==> config.mk <==
export PLATFORM = sky130hd
export DESIGN_NAME = current_offset_moving_average_flat
export DESIGN_NICKNAME = d
export VERILOG_FILES = /design/src/hdl/cma_pkg.sv /design/src/hdl/cma_in_if.sv /design/src/hdl/cma_out_if.sv /design/src/hdl/cma_cell.sv /design/src/hdl/cma_window.sv /design/src/hdl/cma_calib.sv /design/src/hdl/current_offset_moving_average.sv /design/src/flat_wrapper.sv
export SDC_FILE = /design/constraint.sdc
export NUM_CORES = 1
export LEC_CHECK = 0
export BUFFER_PORTS_ARGS = -buffer_cell sky130_fd_sc_hd__buf_2
export CAP_MARGIN = 20
export CORE_MARGIN = 4
export CORE_UTILIZATION = 65
export DETAILED_ROUTE_END_ITERATION = 7
export GPL_TIMING_DRIVEN = 0
export PLACE_DENSITY = 0.89
export SLEW_MARGIN = 20
export SYNTH_ARGS = -nofsm -noshare
export SYNTH_HDL_FRONTEND = slang
export SYNTH_SLANG_ARGS = --single-unit
==> constraint.sdc <==
create_clock -name clk -period 10.3 [get_ports clk]
set_input_delay 2.06 -clock clk [delete_from_list [all_inputs] [get_ports clk]]
set_output_delay 2.06 -clock clk [all_outputs]
set_load 0.005 [all_outputs]
==> src/hdl/cma_pkg.sv <==
// Shared types and constants of the offset-corrected current moving average.
// Depends on nothing; every other file of the block imports it.
`timescale 1ns / 1ps

package cma_pkg;

    // Sample and window geometry; the window length is a power of two
    localparam int SAMPLE_BITS = 12;
    localparam int WINDOW_LEN  = 16;
    localparam int WIN_SHIFT   = $clog2(WINDOW_LEN);
    localparam int SUM_BITS    = SAMPLE_BITS + WIN_SHIFT;
    localparam int CNT_BITS    = WIN_SHIFT;

    // Output buffer geometry
    localparam int OUT_DEPTH    = 2;
    localparam int OUT_PTR_BITS = $clog2(OUT_DEPTH);
    localparam int OUT_CNT_BITS = $clog2(OUT_DEPTH + 1);

    // Sample tag codes
    localparam logic MODE_CALIB = 1'b0;
    localparam logic MODE_MEAS  = 1'b1;

    typedef logic [SAMPLE_BITS-1:0]  sample_t;
    typedef logic [SUM_BITS-1:0]     sum_t;
    typedef logic [CNT_BITS-1:0]     cnt_t;
    typedef logic [OUT_PTR_BITS-1:0] out_ptr_t;
    typedef logic [OUT_CNT_BITS-1:0] out_cnt_t;

    localparam cnt_t CNT_LAST = cnt_t'(WINDOW_LEN - 1);

    // Control of the window cell row
    typedef struct packed {
        logic shift;    // take a new measurement word, oldest drops out
        logic clear;    // zero every cell and the running sum
    } win_ctl_t;

    // One result word as held in the output buffer
    typedef struct packed {
        sample_t current_value;
        sample_t window_mean;
        sample_t zero_offset;
        logic    calibration_done;
    } result_t;

endpackage

==> src/hdl/cma_in_if.sv <==
// Input channel of the current moving average: valid/ready plus one sample word.
// Depends on cma_pkg.
`timescale 1ns / 1ps

interface cma_in_if;
    import cma_pkg::*;

    logic    valid;
    logic    ready;
    logic    mode;
    sample_t sample;

    modport source (output valid, output mode, output sample, input ready);
    modport sink   (input valid, input mode, input sample, output ready);
endinterface

==> src/hdl/cma_out_if.sv <==
// Output channel of the current moving average: valid/ready plus one result word.
// Depends on cma_pkg.
`timescale 1ns / 1ps

interface cma_out_if;
    import cma_pkg::*;

    logic    valid;
    logic    ready;
    sample_t current_value;
    sample_t window_mean;
    sample_t zero_offset;
    logic    calibration_done;

    modport source (output valid, output current_value, output window_mean,
                    output zero_offset, output calibration_done, input ready);
    modport sink   (input valid, input current_value, input window_mean,
                    input zero_offset, input calibration_done, output ready);
endinterface

==> src/hdl/cma_cell.sv <==
// One cell of the sample window: holds one measurement word, passes it on.
// Depends on cma_pkg.
`timescale 1ns / 1ps

module cma_cell (
    input  logic              clk,
    input  logic              rst_n,
    input  cma_pkg::win_ctl_t ctl,
    input  cma_pkg::sample_t  d,
    output cma_pkg::sample_t  q
);
    import cma_pkg::*;

    sample_t data_reg;
    sample_t data_next;

    // Clear wins over shift; otherwise hold
    always_comb
    begin
        data_next = data_reg;
        if (ctl.clear)
        begin
            data_next = '0;
        end
        else if (ctl.shift)
        begin
            data_next = d;
        end
    end

    always_ff @(posedge clk or negedge rst_n)
    begin
        if (!rst_n)
        begin
            data_reg <= '0;
        end
        else
        begin
            data_reg <= data_next;
        end
    end

    assign q = data_reg;

endmodule

==> src/hdl/cma_window.sv <==
// Sliding sample window: a row of cma_cell stages and the running sum over them.
// Depends on cma_pkg and cma_cell.
`timescale 1ns / 1ps

module cma_window (
    input  logic              clk,
    input  logic              rst_n,
    input  cma_pkg::win_ctl_t ctl,
    input  cma_pkg::sample_t  sample,
    output cma_pkg::sample_t  mean_cur,
    output cma_pkg::sample_t  mean_upd
);
    import cma_pkg::*;

    sample_t tap [WINDOW_LEN];
    sum_t    sum_reg;
    sum_t    sum_upd;
    sum_t    sum_next;

    // Build the cell row; cell 0 takes the new word, the last holds the oldest
    for (genvar i = 0; i < WINDOW_LEN; i++)
    begin : g_cell
        if (i == 0)
        begin : g_head
            cma_cell u_cell (
                .clk   (clk),
                .rst_n (rst_n),
                .ctl   (ctl),
                .d     (sample),
                .q     (tap[i])
            );
        end
        else
        begin : g_body
            cma_cell u_cell (
                .clk   (clk),
                .rst_n (rst_n),
                .ctl   (ctl),
                .d     (tap[i-1]),
                .q     (tap[i])
            );
        end
    end

    // Running sum: add the new word, drop the oldest
    assign sum_upd = sum_reg
                   - {{(SUM_BITS-SAMPLE_BITS){1'b0}}, tap[WINDOW_LEN-1]}
                   + {{(SUM_BITS-SAMPLE_BITS){1'b0}}, sample};

    always_comb
    begin
        sum_next = sum_reg;
        if (ctl.clear)
        begin
            sum_next = '0;
        end
        else if (ctl.shift)
        begin
            sum_next = sum_upd;
        end
    end

    always_ff @(posedge clk or negedge rst_n)
    begin
        if (!rst_n)
        begin
            sum_reg <= '0;
        end
        else
        begin
            sum_reg <= sum_next;
        end
    end

    // Mean is the sum divided by the window length (shifted down by WIN_SHIFT)
    assign mean_cur = sum_reg[SUM_BITS-1:WIN_SHIFT];
    assign mean_upd = sum_upd[SUM_BITS-1:WIN_SHIFT];

endmodule

==> src/hdl/cma_calib.sv <==
// Zero-offset calibration: sums a full window of calibration words, sets the offset.
// Depends on cma_pkg.
`timescale 1ns / 1ps

module cma_calib (
    input  logic             clk,
    input  logic             rst_n,
    input  logic             acc,
    input  logic             drop,
    input  cma_pkg::sample_t sample,
    output logic             done,
    output cma_pkg::sample_t offset_cur,
    output cma_pkg::sample_t offset_next
);
    import cma_pkg::*;

    sum_t    calib_sum_reg;
    sum_t    calib_sum_next;
    sum_t    sum_add;
    cnt_t    calib_count_reg;
    cnt_t    calib_count_next;
    sample_t offset_reg;

    assign sum_add = calib_sum_reg + {{(SUM_BITS-SAMPLE_BITS){1'b0}}, sample};
    assign done    = acc && (calib_count_reg == CNT_LAST);

    // Accumulate; restart after a full window or on a measurement word
    always_comb
    begin
        calib_sum_next   = calib_sum_reg;
        calib_count_next = calib_count_reg;
        offset_next      = offset_reg;
        if (done || drop)
        begin
            calib_sum_next   = '0;
            calib_count_next = '0;
        end
        else if (acc)
        begin
            calib_sum_next   = sum_add;
            calib_count_next = calib_count_reg + cnt_t'(1);
        end
        if (done)
        begin
            offset_next = sum_add[SUM_BITS-1:WIN_SHIFT];
        end
    end

    always_ff @(posedge clk or negedge rst_n)
    begin
        if (!rst_n)
        begin
            calib_sum_reg   <= '0;
            calib_count_reg <= '0;
            offset_reg      <= '0;
        end
        else
        begin
            calib_sum_reg   <= calib_sum_next;
            calib_count_reg <= calib_count_next;
            offset_reg      <= offset_next;
        end
    end

    assign offset_cur = offset_reg;

endmodule

==> src/hdl/current_offset_moving_average.sv <==
// Top level of the offset-corrected current moving average.
// Depends on cma_pkg, cma_in_if, cma_out_if, cma_window and cma_calib.
//
// Each accepted sample word yields exactly one result word.
// The block takes one word every cycle unless stalled: the window update is
// a single add-and-subtract on the running sum beside a row of 16 cells that
// shift by one on each measurement word, and the result lands in a two-word
// output buffer. in_ch.ready drops only while both words wait for the sink.
// Calibration words (mode 0) are summed; the sixteenth sets the zero offset to
// their mean, flags calibration_done and empties the window. A measurement
// word (mode 1) cancels a partial calibration. No reset sweep is needed.
`timescale 1ns / 1ps

module current_offset_moving_average (
    input  logic     clk,
    input  logic     rst_n,
    cma_in_if.sink   in_ch,
    cma_out_if.source out_ch
);
    import cma_pkg::*;

    logic     accept;
    logic     pop;
    logic     calib_acc;
    logic     meas_acc;
    logic     calib_done;
    win_ctl_t win_ctl;
    sample_t  mean_cur;
    sample_t  mean_upd;
    sample_t  offset_cur;
    sample_t  offset_next;
    sample_t  current_upd;
    sample_t  last_current_reg;
    sample_t  last_current_next;
    result_t  result;

    result_t  slot_reg [OUT_DEPTH];
    out_ptr_t wr_ptr_reg;
    out_ptr_t rd_ptr_reg;
    out_cnt_t count_reg;
    out_cnt_t count_next;

    // Handshake
    assign accept    = in_ch.valid && in_ch.ready;
    assign pop       = out_ch.valid && out_ch.ready;
    assign calib_acc = accept && (in_ch.mode == MODE_CALIB);
    assign meas_acc  = accept && (in_ch.mode == MODE_MEAS);

    cma_calib u_calib (
        .clk         (clk),
        .rst_n       (rst_n),
        .acc         (calib_acc),
        .drop        (meas_acc),
        .sample      (in_ch.sample),
        .done        (calib_done),
        .offset_cur  (offset_cur),
        .offset_next (offset_next)
    );

    assign win_ctl.shift = meas_acc;
    assign win_ctl.clear = calib_done;

    cma_window u_window (
        .clk      (clk),
        .rst_n    (rst_n),
        .ctl      (win_ctl),
        .sample   (in_ch.sample),
        .mean_cur (mean_cur),
        .mean_upd (mean_upd)
    );

    // Remove the offset, floor at zero
    assign current_upd = (mean_upd > offset_cur) ? (mean_upd - offset_cur) : '0;
    assign last_current_next = meas_acc ? current_upd : last_current_reg;

    always_ff @(posedge clk or negedge rst_n)
    begin
        if (!rst_n)
        begin
            last_current_reg <= '0;
        end
        else
        begin
            last_current_reg <= last_current_next;
        end
    end

    // Assemble the result word
    always_comb
    begin
        result.current_value    = last_current_next;
        result.zero_offset      = offset_next;
        result.calibration_done = calib_done;
        if (meas_acc)
        begin
            result.window_mean = mean_upd;
        end
        else if (calib_done)
        begin
            result.window_mean = '0;
        end
        else
        begin
            result.window_mean = mean_cur;
        end
    end

    // Output buffer: push on accept, pop on sink handshake
    assign count_next = count_reg + out_cnt_t'(accept) - out_cnt_t'(pop);

    always_ff @(posedge clk or negedge rst_n)
    begin
        if (!rst_n)
        begin
            wr_ptr_reg <= '0;
            rd_ptr_reg <= '0;
            count_reg  <= '0;
        end
        else
        begin
            if (accept)
            begin
                wr_ptr_reg <= wr_ptr_reg + out_ptr_t'(1);
            end
            if (pop)
            begin
                rd_ptr_reg <= rd_ptr_reg + out_ptr_t'(1);
            end
            count_reg <= count_next;
        end
    end

    always_ff @(posedge clk)
    begin
        if (accept)
        begin
            slot_reg[wr_ptr_reg] <= result;
        end
    end

    // Drive the channels
    assign in_ch.ready              = (count_reg != out_cnt_t'(OUT_DEPTH));
    assign out_ch.valid             = (count_reg != '0);
    assign out_ch.current_value     = slot_reg[rd_ptr_reg].current_value;
    assign out_ch.window_mean       = slot_reg[rd_ptr_reg].window_mean;
    assign out_ch.zero_offset       = slot_reg[rd_ptr_reg].zero_offset;
    assign out_ch.calibration_done  = slot_reg[rd_ptr_reg].calibration_done;

endmodule

==> src/flat_wrapper.sv <==
// flat-port wrapper written by rule: the top's interface ports become plain ports
module current_offset_moving_average_flat import cma_pkg::*;
  (clk, rst_n, in_ch_valid, in_ch_mode, in_ch_sample, in_ch_ready, out_ch_valid, out_ch_current_value, out_ch_window_mean, out_ch_zero_offset, out_ch_calibration_done, out_ch_ready);
  cma_in_if in_ch_i ();
  cma_out_if out_ch_i ();
  input  logic clk;
  input  logic rst_n;
  input wire logic [$bits(in_ch_i.valid)-1:0] in_ch_valid;
  input wire logic [$bits(in_ch_i.mode)-1:0] in_ch_mode;
  input wire logic [$bits(in_ch_i.sample)-1:0] in_ch_sample;
  output wire logic [$bits(in_ch_i.ready)-1:0] in_ch_ready;
  output wire logic [$bits(out_ch_i.valid)-1:0] out_ch_valid;
  output wire logic [$bits(out_ch_i.current_value)-1:0] out_ch_current_value;
  output wire logic [$bits(out_ch_i.window_mean)-1:0] out_ch_window_mean;
  output wire logic [$bits(out_ch_i.zero_offset)-1:0] out_ch_zero_offset;
  output wire logic [$bits(out_ch_i.calibration_done)-1:0] out_ch_calibration_done;
  input wire logic [$bits(out_ch_i.ready)-1:0] out_ch_ready;
  assign in_ch_i.valid = in_ch_valid;
  assign in_ch_i.mode = in_ch_mode;
  assign in_ch_i.sample = in_ch_sample;
  assign in_ch_ready = in_ch_i.ready;
  assign out_ch_valid = out_ch_i.valid;
  assign out_ch_current_value = out_ch_i.current_value;
  assign out_ch_window_mean = out_ch_i.window_mean;
  assign out_ch_zero_offset = out_ch_i.zero_offset;
  assign out_ch_calibration_done = out_ch_i.calibration_done;
  assign out_ch_i.ready = out_ch_ready;
  current_offset_moving_average u_core (.clk(clk), .rst_n(rst_n), .in_ch(in_ch_i), .out_ch(out_ch_i));
endmodule
==> flow_summary.yaml <==
setup_path:
  cp-start-kind: "primary input"
  crit_path_end_kind: "register"
  worstPathRequired_ns: 10.65
  r2r_setup_slack_ns: 5.41
  cpPeakStageDelay_ns: 0.53
  critPathArrivalTime_ns: 6.62
  cp_max_fo: 10
  critPathTopFamily: "compound AO/OA/AOI/OAI gates"
  path_buf_inv: 5
  crit_type: "primary input to register"
  r2r_start: "u_core.u_window.g_cell[15].g_body.u_cell.q[2]$_DFFE_PN0N_"
  reg2regPathDepth: 18
  r2r-end: "u_core.slot_reg[0][32]$_DFFE_PP_"
  path_cells: "buf_2 > inv_1 > fa_1 > inv_1 > ha_1 > nor2b_4 > o21ai_2 > a21oi_1 > o31a_1 > o41a_1 > a21oi_1 > xnor2_1 > ha_1 > clkbuf_1 > a21o_1 > a211oi_1 > a2111oi_0 > o21a_1 > buf_2 > a22o_1"
  crit_path_top_delay_cell: "fa_1"
worst_hold_path:
  hold_depth: 1
  holdCritPathClass: "register to register"
  min_to: "u_core.u_window.g_cell[5].g_body.u_cell.q[9]$_DFFE_PN0N_"
  min_from: "u_core.u_window.g_cell[4].g_body.u_cell.q[9]$_DFFE_PN0N_"
clock_tree:
  cts-root-buf: "clkbuf_16"
  cts_hold_buf: 0
  cts_resized: 0
  worstSkewPairLatency_ns: 0.51
  cts_setup_buffers: 0
  clk_pin_slew_worst_paths_ns: 0.07
  clockBufferDepth: 3
  clock-sinks: 330
  cts.htree.levels: 2
  cts_tree: "yes"
  cts_made_buffers: 34
route:
  route.detailed.drc: 0
  wl_per_cell_um: 20.9
  totalWireLength_um: 34900
  vias_per_cell: 6.37
  first_iter_violations: 1008
  drtAntennaViolNets: 0
  vias: 10600
  first_pass_iters: 6
floorplanning:
  start_util: 0.666
  dieWidth_um: 158
  die_area_um2: 25000
  die_y_um: 158
  io-pin-count: 56
  core-area_um2: 22000
  row_count: 54
flow_run:
  drv_cap: 0
synthesis:
  yosys_register_bits: 330
  netlist_instances: 1273
  synth_cell_types: 58
  yosysWarnings: 0
  async_flop_share: 0.776
  syn-mean-instance-area_um2: 11.5
  synth-main-ff-cell: "dfrtp_1"
  synth_edf_count: 74
  synthesis.nets: 1347
  ys_seq_area_frac: 0.590
  syn_area_um2: 14600
global_routing:
  grt_max_degree: 95
  grt_pass1_wl_um: 55900
  antenna_found_initial: 0
  grt_remaining_overflow: 0
  grtUsageTotal: 0.285
  grt_pass1_vias: 10700
layout:
  antenna_cells: 0
  layout_common_cells: "dfrtp_1, nand2_1, a22o_1"
  areaGrowthSynthToFinish_pct: 12.1
  largest_reg_flops: 180
  final_common_cell: "dfrtp_1"
  final_nets: 1442
  drive_above_1_share: 0.125
timing:
  fmax_mhz: 159
  setup_viol: 0
  min_period_over_period: 0.609
  hold-worst-slack_ns: 0.496
  setup_tns_ns: 0
  rsz0062_at_grt: "no"
  max_slew_margin: 0.457
  hold_violations: 0
  worst_slack_ns: 4.03
  fin_crit_ns: 6.27
  fin_skew_ns: 0.0198
  tightest_slew_ns: 0.815
  report.final.slew_viol_count: 0
power_and_ir_drop:
  total_power_uw: 5970
  p_leak_uw: 0.00743
  peakVddDrop_mv: 0.193
  power.density_nw_per_um2: 364
placed_design:
  gp_congestion: 0.951
  port_buffers: 55
  pre_cts_ws_ns: 3.64
  hpwl_um: 23800
outcome:
  status: "completed"
report_power, final:
group          switching (uW)  internal (uW)  leakage (uW)
Sequential                295           1880       0.00406
Clock                     491            663      0.000504
Combinational            1540           1100       0.00287
final cells by class:
cell class                 count  area, um^2
buffer                        71         284
tap                          280         350
inverter                      86         323
fill                        1291        5560
clock inverter                13         104
sequential                   330        8630
clock buffer                  44         930
multi-input combinational    786        5400
timing repair buffer          59         380
cells by family (layout without fill, tap and decap cells):
family	count (synthesis)	in the layout	synth area share
adder cells (fa/ha/maj)	57	57	0.0559
XOR/XNOR	33	33	0.0198
AO/OA/AOI/OAI	359	359	0.173
AND/OR/NAND/NOR	291	291	0.0853
multiplexers	46	46	0.0350
buffers and inverters	157	273	0.0415
flip-flops	330	330	0.590
through the flow:
stage / std cells / utilization / area (um^2)
detailed placement: 1612 / 0.700 / 15400
finish: 1669 / 0.747 / 16400
global placement: 1608 / 0.695 / 15300
global route: 1669 / 0.747 / 16400
floorplan: 1273 / - / 14600
CTS: 1669 / 0.747 / 16400
how the worst max path moves through the flow:
stage | start | to | slack, ns | depth (start not counted)
finish | in_ch_sample[2] | u_core.slot_reg[0][32]$_DFFE_PP_ | 4.03 | 20
floorplan | in_ch_sample[2] | u_core.slot_reg[0][25]$_DFFE_PP_ | 4.38 | 19
detailed placement | in_ch_sample[1] | u_core.slot_reg[0][31]$_DFFE_PP_ | 3.64 | 19
CTS | in_ch_sample[2] | u_core.slot_reg[0][32]$_DFFE_PP_ | 4.10 | 20
global placement | rst_n | u_core.count_reg[0]$_DFF_PN0_ | 2.79 | 1
global route | in_ch_sample[2] | u_core.slot_reg[0][27]$_DFFE_PP_ | 3.77 | 20
synthesized netlist by cell type (3+ instances only):
cell | count | area, um^2
a2111oi_0 | 3 | 26.3
a211oi_1 | 7 | 52.6
a21o_1 | 11 | 82.6
a21oi_1 | 105 | 526
a22o_1 | 137 | 1200
a31oi_1 | 5 | 31.3
and2_1 | 4 | 25.0
and3_1 | 9 | 56.3
buf_1 | 11 | 41.3
buf_2 | 14 | 70.1
clkbuf_1 | 46 | 173
dfrtp_1 | 256 | 6410
edfxtp_1 | 74 | 2220
fa_1 | 14 | 280
ha_1 | 43 | 538
inv_1 | 85 | 319
mux2_2 | 41 | 462
mux2i_1 | 5 | 50.1
nand2_1 | 196 | 736
nand2b_1 | 5 | 31.3
nand3_1 | 13 | 65.1
nand4_1 | 3 | 18.8
nor2_1 | 30 | 113
nor2b_1 | 6 | 37.5
nor3_1 | 7 | 35.0
nor4_1 | 3 | 18.8
o211ai_1 | 6 | 45.0
o21a_1 | 3 | 22.5
o21ai_0 | 44 | 220
o21bai_1 | 4 | 30.0
o22ai_1 | 6 | 37.5
o32ai_1 | 5 | 43.8
or3_1 | 8 | 50.1
xnor2_1 | 25 | 219
xor2_1 | 8 | 70.1
metal layers:
metal,GRT usage,routed length (um),vias up
met4,0.116,1400,0
met3,0.0694,2990,119
li1,-,-,4728
met5,0,0,-
met1,0.388,14000,5277
met2,0.449,16500,514
Power figures use the tool's default switching activity.
